[src/sv/delimited_frame_receiver_assert.svh]
// ---------------------------------------------------------------------------
// Assertion macros for the delimited frame receiver
// Each macro expands to one concurrent assertion clocked on the rising edge
// and disabled while reset is high. Defining ASSERT_OFF removes them all.
// ---------------------------------------------------------------------------
`ifndef DELIMITED_FRAME_RECEIVER_ASSERT_SVH
`define DELIMITED_FRAME_RECEIVER_ASSERT_SVH

`ifndef ASSERT_OFF

// The condition must hold at every clock edge outside reset.
`define DFR_ASSERT_ALWAYS(label, clk, rst, cond) \
   label: assert property (@(posedge clk) disable iff (rst) (cond)) \
      else $error("%m: invariant violated");

// When the trigger holds, the consequence must hold at the next edge.
`define DFR_ASSERT_NEXT(label, clk, rst, trig, cons) \
   label: assert property (@(posedge clk) disable iff (rst) (trig) |=> (cons)) \
      else $error("%m: next-cycle check failed");

`else

`define DFR_ASSERT_ALWAYS(label, clk, rst, cond)
`define DFR_ASSERT_NEXT(label, clk, rst, trig, cons)

`endif

`endif

[src/sv/dfr_pkg.sv]
// ---------------------------------------------------------------------------
// dfr_pkg
// Types, codes and the CRC-16/ARC byte update shared by the delimited frame
// receiver modules.
// ---------------------------------------------------------------------------
`default_nettype none

package dfr_pkg;

   // Configuration register indexes.
   localparam logic [7:0] REG_START_DELIMITER  = 8'd0;
   localparam logic [7:0] REG_END_DELIMITER    = 8'd1;
   localparam logic [7:0] REG_MAX_FRAME_LENGTH = 8'd2;
   localparam logic [7:0] REG_CRC_CHECK_ENABLE = 8'd3;

   // Register reset values.
   localparam logic [7:0] START_DELIMITER_RESET  = 8'h02;
   localparam logic [7:0] END_DELIMITER_RESET    = 8'h03;
   localparam logic [7:0] MAX_FRAME_LENGTH_RESET = 8'd255;

   // Framing constants.
   localparam logic [7:0]  MIN_FRAME_LENGTH = 8'd4;
   localparam logic [15:0] CRC_POLY_REFL    = 16'hA001;
   localparam logic [15:0] CRC_INIT         = 16'h0000;

   // Result kinds.
   localparam logic KIND_PAYLOAD = 1'b0;
   localparam logic KIND_REPORT  = 1'b1;

   typedef enum logic [1:0] {
      LINK_NOSYNC = 2'd0,
      LINK_SYNC   = 2'd1,
      LINK_FRAME  = 2'd2
   } link_type;

   typedef enum logic [2:0] {
      ST_OK        = 3'd0,
      ST_EMPTY     = 3'd1,
      ST_CRC_ERROR = 3'd2,
      ST_NO_END    = 3'd3,
      ST_LINE_ERR  = 3'd4
   } status_type;

   // Live configuration seen by the parser.
   typedef struct packed {
      logic [7:0] start_delimiter;
      logic [7:0] end_delimiter;
      logic [7:0] max_frame_length;
      logic       crc_check_enable;
   } cfg_type;

   // One result from the parser.
   typedef struct packed {
      logic       valid;
      logic       kind;
      logic [7:0] payload_byte;
      logic [7:0] frame_address;
      status_type status;
   } result_type;

   // CRC-16/ARC update over one byte, reflected polynomial, bit at a time.
   function automatic logic [15:0] crc_arc_byte(input logic [15:0] crc,
                                                input logic [7:0]  data);
      logic [15:0] c;
      c = crc ^ {8'h00, data};
      for (int k = 0; k < 8; k++) begin
         if (c[0]) begin
            c = (c >> 1) ^ CRC_POLY_REFL;
         end else begin
            c = c >> 1;
         end
      end
      return c;
   endfunction

endpackage

`default_nettype wire

[src/sv/dfr_csr.sv]
// ---------------------------------------------------------------------------
// dfr_csr
// Configuration registers of the delimited frame receiver. Writes are
// always taken; an index beyond the register list is ignored.
// ---------------------------------------------------------------------------
`default_nettype none

module dfr_csr (
   input  wire logic          clock,
   input  wire logic          reset,
   input  wire logic          csr_valid,
   output logic               csr_ready,
   input  wire logic [7:0]    csr_index,
   input  wire logic [7:0]    csr_wdata,
   output dfr_pkg::cfg_type   cfg
);

   dfr_pkg::cfg_type cfg_ff;
   dfr_pkg::cfg_type cfg_in;

   assign csr_ready = 1'b1;
   assign cfg       = cfg_ff;

   // Decode the register index of a write request.
   always_comb begin
      cfg_in = cfg_ff;
      if (csr_valid && csr_ready) begin
         case (csr_index)
            dfr_pkg::REG_START_DELIMITER:  cfg_in.start_delimiter  = csr_wdata;
            dfr_pkg::REG_END_DELIMITER:    cfg_in.end_delimiter    = csr_wdata;
            dfr_pkg::REG_MAX_FRAME_LENGTH: cfg_in.max_frame_length = csr_wdata;
            dfr_pkg::REG_CRC_CHECK_ENABLE: cfg_in.crc_check_enable = csr_wdata[0];
            default: ;
         endcase
      end
   end

   always_ff @(posedge clock) begin
      if (reset) begin
         cfg_ff.start_delimiter  <= dfr_pkg::START_DELIMITER_RESET;
         cfg_ff.end_delimiter    <= dfr_pkg::END_DELIMITER_RESET;
         cfg_ff.max_frame_length <= dfr_pkg::MAX_FRAME_LENGTH_RESET;
         cfg_ff.crc_check_enable <= 1'b0;
      end else begin
         cfg_ff <= cfg_in;
      end
   end

endmodule

`default_nettype wire

[src/sv/dfr_parser.sv]
// ---------------------------------------------------------------------------
// dfr_parser
// Frame state and per-byte decision logic: sync hunt, length check, address
// capture, payload forwarding, CRC accumulation and the closing report.
// ---------------------------------------------------------------------------
`default_nettype none

`include "delimited_frame_receiver_assert.svh"

module dfr_parser (
   input  wire logic             clock,
   input  wire logic             reset,
   input  wire logic             step,
   input  wire logic [7:0]       rx_byte,
   input  wire logic             line_error,
   input  wire dfr_pkg::cfg_type cfg,
   output dfr_pkg::result_type   result
);

   dfr_pkg::link_type link_ff, link_in;
   logic [7:0]        index_ff, index_in;
   logic [7:0]        length_ff, length_in;
   logic [7:0]        address_ff, address_in;
   logic [15:0]       crc_ff, crc_in;
   logic [15:0]       crc_rx_ff, crc_rx_in;
   logic [15:0]       crc_next;
   logic [8:0]        index_plus2;

   assign crc_next    = dfr_pkg::crc_arc_byte(crc_ff, rx_byte);
   assign index_plus2 = {1'b0, index_ff} + 9'd2;

   // Next state and result for the byte in the input register.
   always_comb begin
      link_in    = link_ff;
      index_in   = index_ff;
      length_in  = length_ff;
      address_in = address_ff;
      crc_in     = crc_ff;
      crc_rx_in  = crc_rx_ff;

      result               = '0;
      result.kind          = dfr_pkg::KIND_PAYLOAD;
      result.frame_address = address_ff;
      result.status        = dfr_pkg::ST_OK;

      if (line_error) begin
         link_in = dfr_pkg::LINK_NOSYNC;
         if (link_ff == dfr_pkg::LINK_FRAME) begin
            result.valid  = 1'b1;
            result.kind   = dfr_pkg::KIND_REPORT;
            result.status = dfr_pkg::ST_LINE_ERR;
         end
      end else begin
         case (link_ff)
            dfr_pkg::LINK_SYNC: begin
               if (rx_byte == cfg.start_delimiter) begin
                  link_in    = dfr_pkg::LINK_FRAME;
                  index_in   = '0;
                  length_in  = '0;
                  address_in = '0;
                  crc_in     = dfr_pkg::CRC_INIT;
                  crc_rx_in  = '0;
               end else begin
                  link_in = dfr_pkg::LINK_NOSYNC;
               end
            end
            dfr_pkg::LINK_FRAME: begin
               if (index_ff == '0) begin
                  // Length byte: range check, then it joins the CRC.
                  length_in = rx_byte;
                  if (!(rx_byte inside
                        {[dfr_pkg::MIN_FRAME_LENGTH : cfg.max_frame_length]})) begin
                     link_in = dfr_pkg::LINK_NOSYNC;
                  end else begin
                     crc_in   = crc_next;
                     index_in = 8'd1;
                  end
               end else if (index_ff < length_ff) begin
                  index_in = index_ff + 8'd1;
                  if (index_ff == 8'd1) begin
                     address_in = rx_byte;
                     crc_in     = crc_next;
                  end else if (index_plus2 < {1'b0, length_ff}) begin
                     crc_in              = crc_next;
                     result.valid        = 1'b1;
                     result.payload_byte = rx_byte;
                  end else begin
                     // Received CRC, high byte first.
                     crc_rx_in = {crc_rx_ff[7:0], rx_byte};
                  end
               end else if (rx_byte == cfg.end_delimiter) begin
                  link_in      = dfr_pkg::LINK_SYNC;
                  result.valid = 1'b1;
                  result.kind  = dfr_pkg::KIND_REPORT;
                  if (length_ff <= dfr_pkg::MIN_FRAME_LENGTH) begin
                     result.status = dfr_pkg::ST_EMPTY;
                  end else if (cfg.crc_check_enable && crc_ff != crc_rx_ff) begin
                     result.status = dfr_pkg::ST_CRC_ERROR;
                  end else begin
                     result.status = dfr_pkg::ST_OK;
                  end
               end else begin
                  link_in       = dfr_pkg::LINK_NOSYNC;
                  result.valid  = 1'b1;
                  result.kind   = dfr_pkg::KIND_REPORT;
                  result.status = dfr_pkg::ST_NO_END;
               end
            end
            default: begin
               // Unsynced: a start opens a frame, an end arms sync.
               if (rx_byte == cfg.start_delimiter) begin
                  link_in    = dfr_pkg::LINK_FRAME;
                  index_in   = '0;
                  length_in  = '0;
                  address_in = '0;
                  crc_in     = dfr_pkg::CRC_INIT;
                  crc_rx_in  = '0;
               end else if (rx_byte == cfg.end_delimiter) begin
                  link_in = dfr_pkg::LINK_SYNC;
               end else begin
                  link_in = dfr_pkg::LINK_NOSYNC;
               end
            end
         endcase
      end
   end

   // Frame state advances only when a request is processed.
   always_ff @(posedge clock) begin
      if (reset) begin
         link_ff    <= dfr_pkg::LINK_NOSYNC;
         index_ff   <= '0;
         length_ff  <= '0;
         address_ff <= '0;
         crc_ff     <= dfr_pkg::CRC_INIT;
         crc_rx_ff  <= '0;
      end else if (step) begin
         link_ff    <= link_in;
         index_ff   <= index_in;
         length_ff  <= length_in;
         address_ff <= address_in;
         crc_ff     <= crc_in;
         crc_rx_ff  <= crc_rx_in;
      end
   end

   `DFR_ASSERT_ALWAYS(a_index_in_frame, clock, reset, index_ff <= length_ff)
   `DFR_ASSERT_NEXT(a_line_error_drops_sync, clock, reset, step && line_error,
                    link_ff == dfr_pkg::LINK_NOSYNC)
   `DFR_ASSERT_NEXT(a_payload_stays_in_frame, clock, reset,
                    step && result.valid && result.kind == dfr_pkg::KIND_PAYLOAD,
                    link_ff == dfr_pkg::LINK_FRAME)
   `DFR_ASSERT_NEXT(a_report_closes_frame, clock, reset,
                    step && result.valid && result.kind == dfr_pkg::KIND_REPORT,
                    link_ff != dfr_pkg::LINK_FRAME)

endmodule

`default_nettype wire

[src/sv/delimited_frame_receiver.sv]
// ---------------------------------------------------------------------------
// delimited_frame_receiver
// Receives UART bytes, finds start/end delimited frames with a length byte,
// an address and a CRC-16/ARC, forwards payload bytes and reports each
// frame's outcome.
//
// Usage:
//   Request channel (req_): one received byte and its line-error flag per
//   request, taken when req_valid is high and req_stall low.
//   Response channel (rsp_): a payload byte (kind 0) or a frame end report
//   (kind 1) with the frame address and a status code. Many requests, such
//   as start delimiters, length, address and CRC bytes, give no response.
//   Configuration (csr_): index and data, always ready; write only while
//   the block is idle.
//   A request accepted into the input register is processed when the
//   response register is free or drains; its response, if any, is then
//   registered. One request per cycle is sustained while rsp_stall is low;
//   frame state and CRC update are combinational between the two registers.
//   When the downstream stalls, the response register holds its item and
//   the input register still takes one more request before req_stall rises.
//   Reset is synchronous: both registers empty, link unsynced, registers at
//   start 0x02, end 0x03, maximum length 255 and CRC check off.
// ---------------------------------------------------------------------------
`default_nettype none

module delimited_frame_receiver (
   input  wire logic        clock,
   input  wire logic        reset,

   input  wire logic        req_valid,
   output logic             req_stall,
   input  wire logic [7:0]  req_rx_byte,
   input  wire logic        req_line_error,

   output logic             rsp_valid,
   input  wire logic        rsp_stall,
   output logic             rsp_kind,
   output logic [7:0]       rsp_payload_byte,
   output logic [7:0]       rsp_frame_address,
   output logic [2:0]       rsp_status,

   input  wire logic        csr_valid,
   output logic             csr_ready,
   input  wire logic [7:0]  csr_index,
   input  wire logic [7:0]  csr_wdata
);

   dfr_pkg::cfg_type    cfg;
   dfr_pkg::result_type result;

   logic       in_valid_ff, in_valid_in;
   logic [7:0] in_byte_ff;
   logic       in_error_ff;
   logic       out_valid_ff, out_valid_in;
   logic       out_kind_ff;
   logic [7:0] out_payload_ff;
   logic [7:0] out_address_ff;
   logic [2:0] out_status_ff;
   logic       advance;
   logic       step;
   logic       take;

   // The held request moves on when the response register is free or drains.
   assign advance   = !out_valid_ff || !rsp_stall;
   assign step      = in_valid_ff && advance;
   assign req_stall = in_valid_ff && !advance;
   assign take      = req_valid && !req_stall;

   assign in_valid_in  = req_stall ? in_valid_ff : req_valid;
   assign out_valid_in = advance ? (step && result.valid) : out_valid_ff;

   dfr_csr u_csr (
      .clock     (clock),
      .reset     (reset),
      .csr_valid (csr_valid),
      .csr_ready (csr_ready),
      .csr_index (csr_index),
      .csr_wdata (csr_wdata),
      .cfg       (cfg)
   );

   dfr_parser u_parser (
      .clock      (clock),
      .reset      (reset),
      .step       (step),
      .rx_byte    (in_byte_ff),
      .line_error (in_error_ff),
      .cfg        (cfg),
      .result     (result)
   );

   // Input register.
   always_ff @(posedge clock) begin
      if (reset) begin
         in_valid_ff <= 1'b0;
      end else begin
         in_valid_ff <= in_valid_in;
      end
   end

   always_ff @(posedge clock) begin
      if (take) begin
         in_byte_ff  <= req_rx_byte;
         in_error_ff <= req_line_error;
      end
   end

   // Response register.
   always_ff @(posedge clock) begin
      if (reset) begin
         out_valid_ff <= 1'b0;
      end else begin
         out_valid_ff <= out_valid_in;
      end
   end

   always_ff @(posedge clock) begin
      if (step && result.valid) begin
         out_kind_ff    <= result.kind;
         out_payload_ff <= result.payload_byte;
         out_address_ff <= result.frame_address;
         out_status_ff  <= result.status;
      end
   end

   assign rsp_valid         = out_valid_ff;
   assign rsp_kind          = out_kind_ff;
   assign rsp_payload_byte  = out_payload_ff;
   assign rsp_frame_address = out_address_ff;
   assign rsp_status        = out_status_ff;

endmodule

`default_nettype wire

[config.mk]
export PLATFORM = sky130hd
export DESIGN_NAME = delimited_frame_receiver
export DESIGN_NICKNAME = d
export VERILOG_FILES = /design/src/sv/dfr_pkg.sv /design/src/sv/dfr_csr.sv /design/src/sv/dfr_parser.sv /design/src/sv/delimited_frame_receiver.sv
export VERILOG_INCLUDE_DIRS = /design/src /design/src/sv
export SDC_FILE = /design/constraint.sdc
export NUM_CORES = 1
export LEC_CHECK = 0
export ABC_AREA = 1
export BUFFER_PORTS_ARGS = -buffer_cell sky130_fd_sc_hd__buf_2
export CELL_PAD_IN_SITES_DETAIL_PLACEMENT = 0
export CELL_PAD_IN_SITES_GLOBAL_PLACEMENT = 1
export CORE_ASPECT_RATIO = 0.5
export CORE_MARGIN = 8
export CORE_UTILIZATION = 35
export DETAILED_ROUTE_END_ITERATION = 16
export HOLD_SLACK_MARGIN = 0.03
export PLACE_DENSITY = 0.67
export SYNTH_ARGS = -nofsm -noshare
export SYNTH_HDL_FRONTEND = slang
export SYNTH_SLANG_ARGS = --single-unit
[constraint.sdc]
create_clock -name clock -period 6.8 [get_ports clock]
set_input_delay 0.68 -clock clock [delete_from_list [all_inputs] [get_ports clock]]
set_output_delay 0.68 -clock clock [all_outputs]
set_load 0.02 [all_outputs]
==> results.cfg <==
[sta]
timing.hold.ws_ns = 0.433
rsz0062_at_grt = no
slew_headroom_pct = 44.0
fin_crit_sh_pct = 47.3
setup_viol = 0
fmax_mhz = 311
drv_slew = 0
tightest_slew_ns = 0.840
fin_skew_ns = 0.00923
period_needed_ns = 3.21
hold_viol_final = 0
setup_tns_ns = 0

[power]
p_total_mw = 1.73
peakVddDrop_uv = 199
power.density_nw_per_um2 = 245
cellLeakagePower_nw = 3.15

[clock_network]
cts_tree = done
clockBufferDepth = 2
h-tree-depth = 4
cts_root_buf = clkbuf_16
clock_latency_ns = 0.41
cts_setup_buffers = 0
cts_buffers = 17
clock_sinks = 114
clk_pin_slew_ns = 0.07
cts-hold-fix-buffers = 0
cts_resized = 0

[layout]
nNetsFinal = 865
final_cell_area_um2 = 7080
area_delta_synth_final_pct = 15.8
regArea_um2 = 2570
nFillCells = 1768
drive_above_1_share_pct = 16.0
multi_input_area_um2 = 3010
diodes = 0
final_util_pct = 41.1

[placement]
portBuffers = 51
place_congestion = 0.839
hpwl_mm = 11.8
dpl_cell_area_um2 = 6480

[worst_setup_path]
crit_type = flip-flop to flip-flop
path_max_fanout = 20
crit_arrival_ns = 3.25
ff2ff_path_depth = 16
end_kind = flip-flop
critPathRequiredTime_ns = 6.83
crit_start = u_parser.index_ff[3]
worstSetupStartpointType = flip-flop
regToRegStartpoint = u_parser.index_ff[3]

[job]
cap_viol_max_count = 0

[synthesis]
synth_edf_count = 29
syn_area_um2 = 6110
synthFlopType = dfxtp_1
synthArstFlopShare_pct = 0
ys_seq_area_share_pct = 42.1
avgSynthCellArea_um2 = 8.02
yosys_register_bits = 114
synth_nets = 820
syn_inst = 762
yosys_warnings = 0
ys_types = 49

[grt]
grt_pass1_wl_mm = 25.6
first_global_vias = 4725
grt_max_degree = 34
grt_usage_pct = 14.7
antenna_found_initial = 0
grt_overflow_total = 0

[min_path]
hold_path_startpoint = u_parser.address_ff[1]
worstHoldPathCells = 0
hold_path_class = flip-flop to flip-flop

[route]
ant_nets = 0
routedWlPerCell_um = 15.1
via_count = 5024
drt_wl_total_mm = 15.9
drtPass1Iterations = 5
drtIter0Drc = 382
viasPerCell = 4.77
drc = 0

[status]
outcome = finished clean

[die]
design.core.area_um2 = 17200
row_count = 34
io_pins = 53
die_w_um = 203
dieArea_um2 = 22200
chipHeight_um = 109
start_util_pct = 35.5
worst max-delay path, cell delays in order (launching register included):
cell and delay [ns]:
dfxtp_1 0.49, nand2_2 0.13, nor2_1 0.15, nand2_1 0.08, xor2_1 0.13, inv_1 0.06, ha_1 0.29, a21o_1 0.18
nand3_1 0.07, nand2_1 0.05, nor2_1 0.09, nand2_1 0.13, nor2_1 0.16, nand2_1 0.06, nand2_1 0.06, nand3_1 0.08
inv_1 0.64
kinds of logic (layout without fill, tap and decap cells):
| family | count (synthesis) | in the layout | synth area share, % |
|---|---|---|---|
| AO/OA/AOI/OAI | 136 | 136 | 12.6 |
| buffers and inverters | 113 | 171 | 8.54 |
| other | 1 | 1 | 0.0614 |
| AND/OR/NAND/NOR | 331 | 331 | 25.2 |
| XOR/XNOR | 39 | 39 | 5.71 |
| flip-flops | 114 | 114 | 42.1 |
| adder cells (fa/ha/maj) | 28 | 28 | 5.74 |
report_power, final:
part	total, mW	internal [mW]	switching (mW)	leakage [nW]
Clock	0.911	0.551	0.360	0.280
Combinational	0.106	0.0341	0.0723	1.92
Sequential	0.717	0.703	0.0143	0.956
Total	1.73	1.29	0.447	3.15
cell usage after synthesis (2+ instances only):
cell type	count	share of area, %
buf_12	2	0.66
nor3b_1	4	0.49
clkinv_1	2	0.12
a211oi_1	2	0.25
ha_1	28	5.7
nor2_2	3	0.31
a21oi_2	10	1.4
o21ai_0	38	3.1
dfxtp_1	85	28
nand2_1	165	10
xor2_1	22	3.2
nand3_1	43	3.5
o211ai_1	7	0.86
a21oi_1	61	5.0
nor2_4	3	0.55
a21o_1	3	0.37
nor3_1	8	0.66
o21a_1	3	0.37
nand4_1	7	0.72
buf_2	8	0.66
clkbuf_1	9	0.55
inv_2	5	0.31
edfxtp_1	29	14
buf_6	6	1.1
o21ai_1	9	0.74
nand2_2	3	0.31
nor2_1	71	4.4
xnor2_1	16	2.3
nor4_1	4	0.41
inv_1	77	4.7
nand3_2	11	1.8
final cells by class:
type,count,share of cell area (%)
clock buffers,17,6.01
clock inverters,15,2.42
multi-input cells,535,42.6
flip-flops and latches,114,36.4
repair buffers,53,3.82
inverters,86,4.65
well taps,234,4.14
per-layer routing:
layer / track usage, % / vias up / part of all wire [%]
li1: - / 2599 / -
met1: 20.2 / 2331 / 52
met2: 23.2 / 84 / 44
met3: 2.74 / 10 / 3.7
met4: 4.89 / 0 / 0.92
met5: 0 / - / 0
registers in the layout (all words and copies together), names as in the netlist:
register,count
rsp_status,3
in_error_ff,1
u_parser.crc_rx_ff,16
u_parser.index_ff,8
in_byte_ff,8
rsp_kind,1
u_parser.link_ff,2
in_valid_ff,1
rsp_payload_byte,8
u_parser.length_ff,8
u_parser.crc_ff,16
rsp_valid,1
u_parser.address_ff,8
rsp_frame_address,8
u_csr.cfg,25
final timing paths:
check             slack [ns]                    to
setup / recovery        3.59  rsp_frame_address[6]
setup reg to reg        3.59  rsp_frame_address[6]
hold / removal          0.43  rsp_frame_address[1]
hold reg to reg         0.43  rsp_frame_address[1]
stage by stage:
step / instances / setup slack (ns)
3_5_place_dp: 1022 / 3.57
5_1_grt: 1054 / 3.32
2_1_floorplan: 762 / 4.06
3_3_place_gp: 1022 / 3.64
6_report: 1054 / 3.59
4_1_cts: 1054 / 3.57
cell usage in the layout (no fill, tap or decap), types with 9 or more instances in the layout:
master / instances
nand2_1: 165
dfxtp_1: 85
inv_1: 77
nor2_1: 71
a21oi_1: 61
buf_2: 51
nand3_1: 43
o21ai_0: 38
edfxtp_1: 29
ha_1: 28
xor2_1: 22
clkbuf_16: 17
xnor2_1: 16
nand3_2: 11
a21oi_2: 10
o21ai_1: 9
Note: power is estimated with default switching activity, not from simulation.
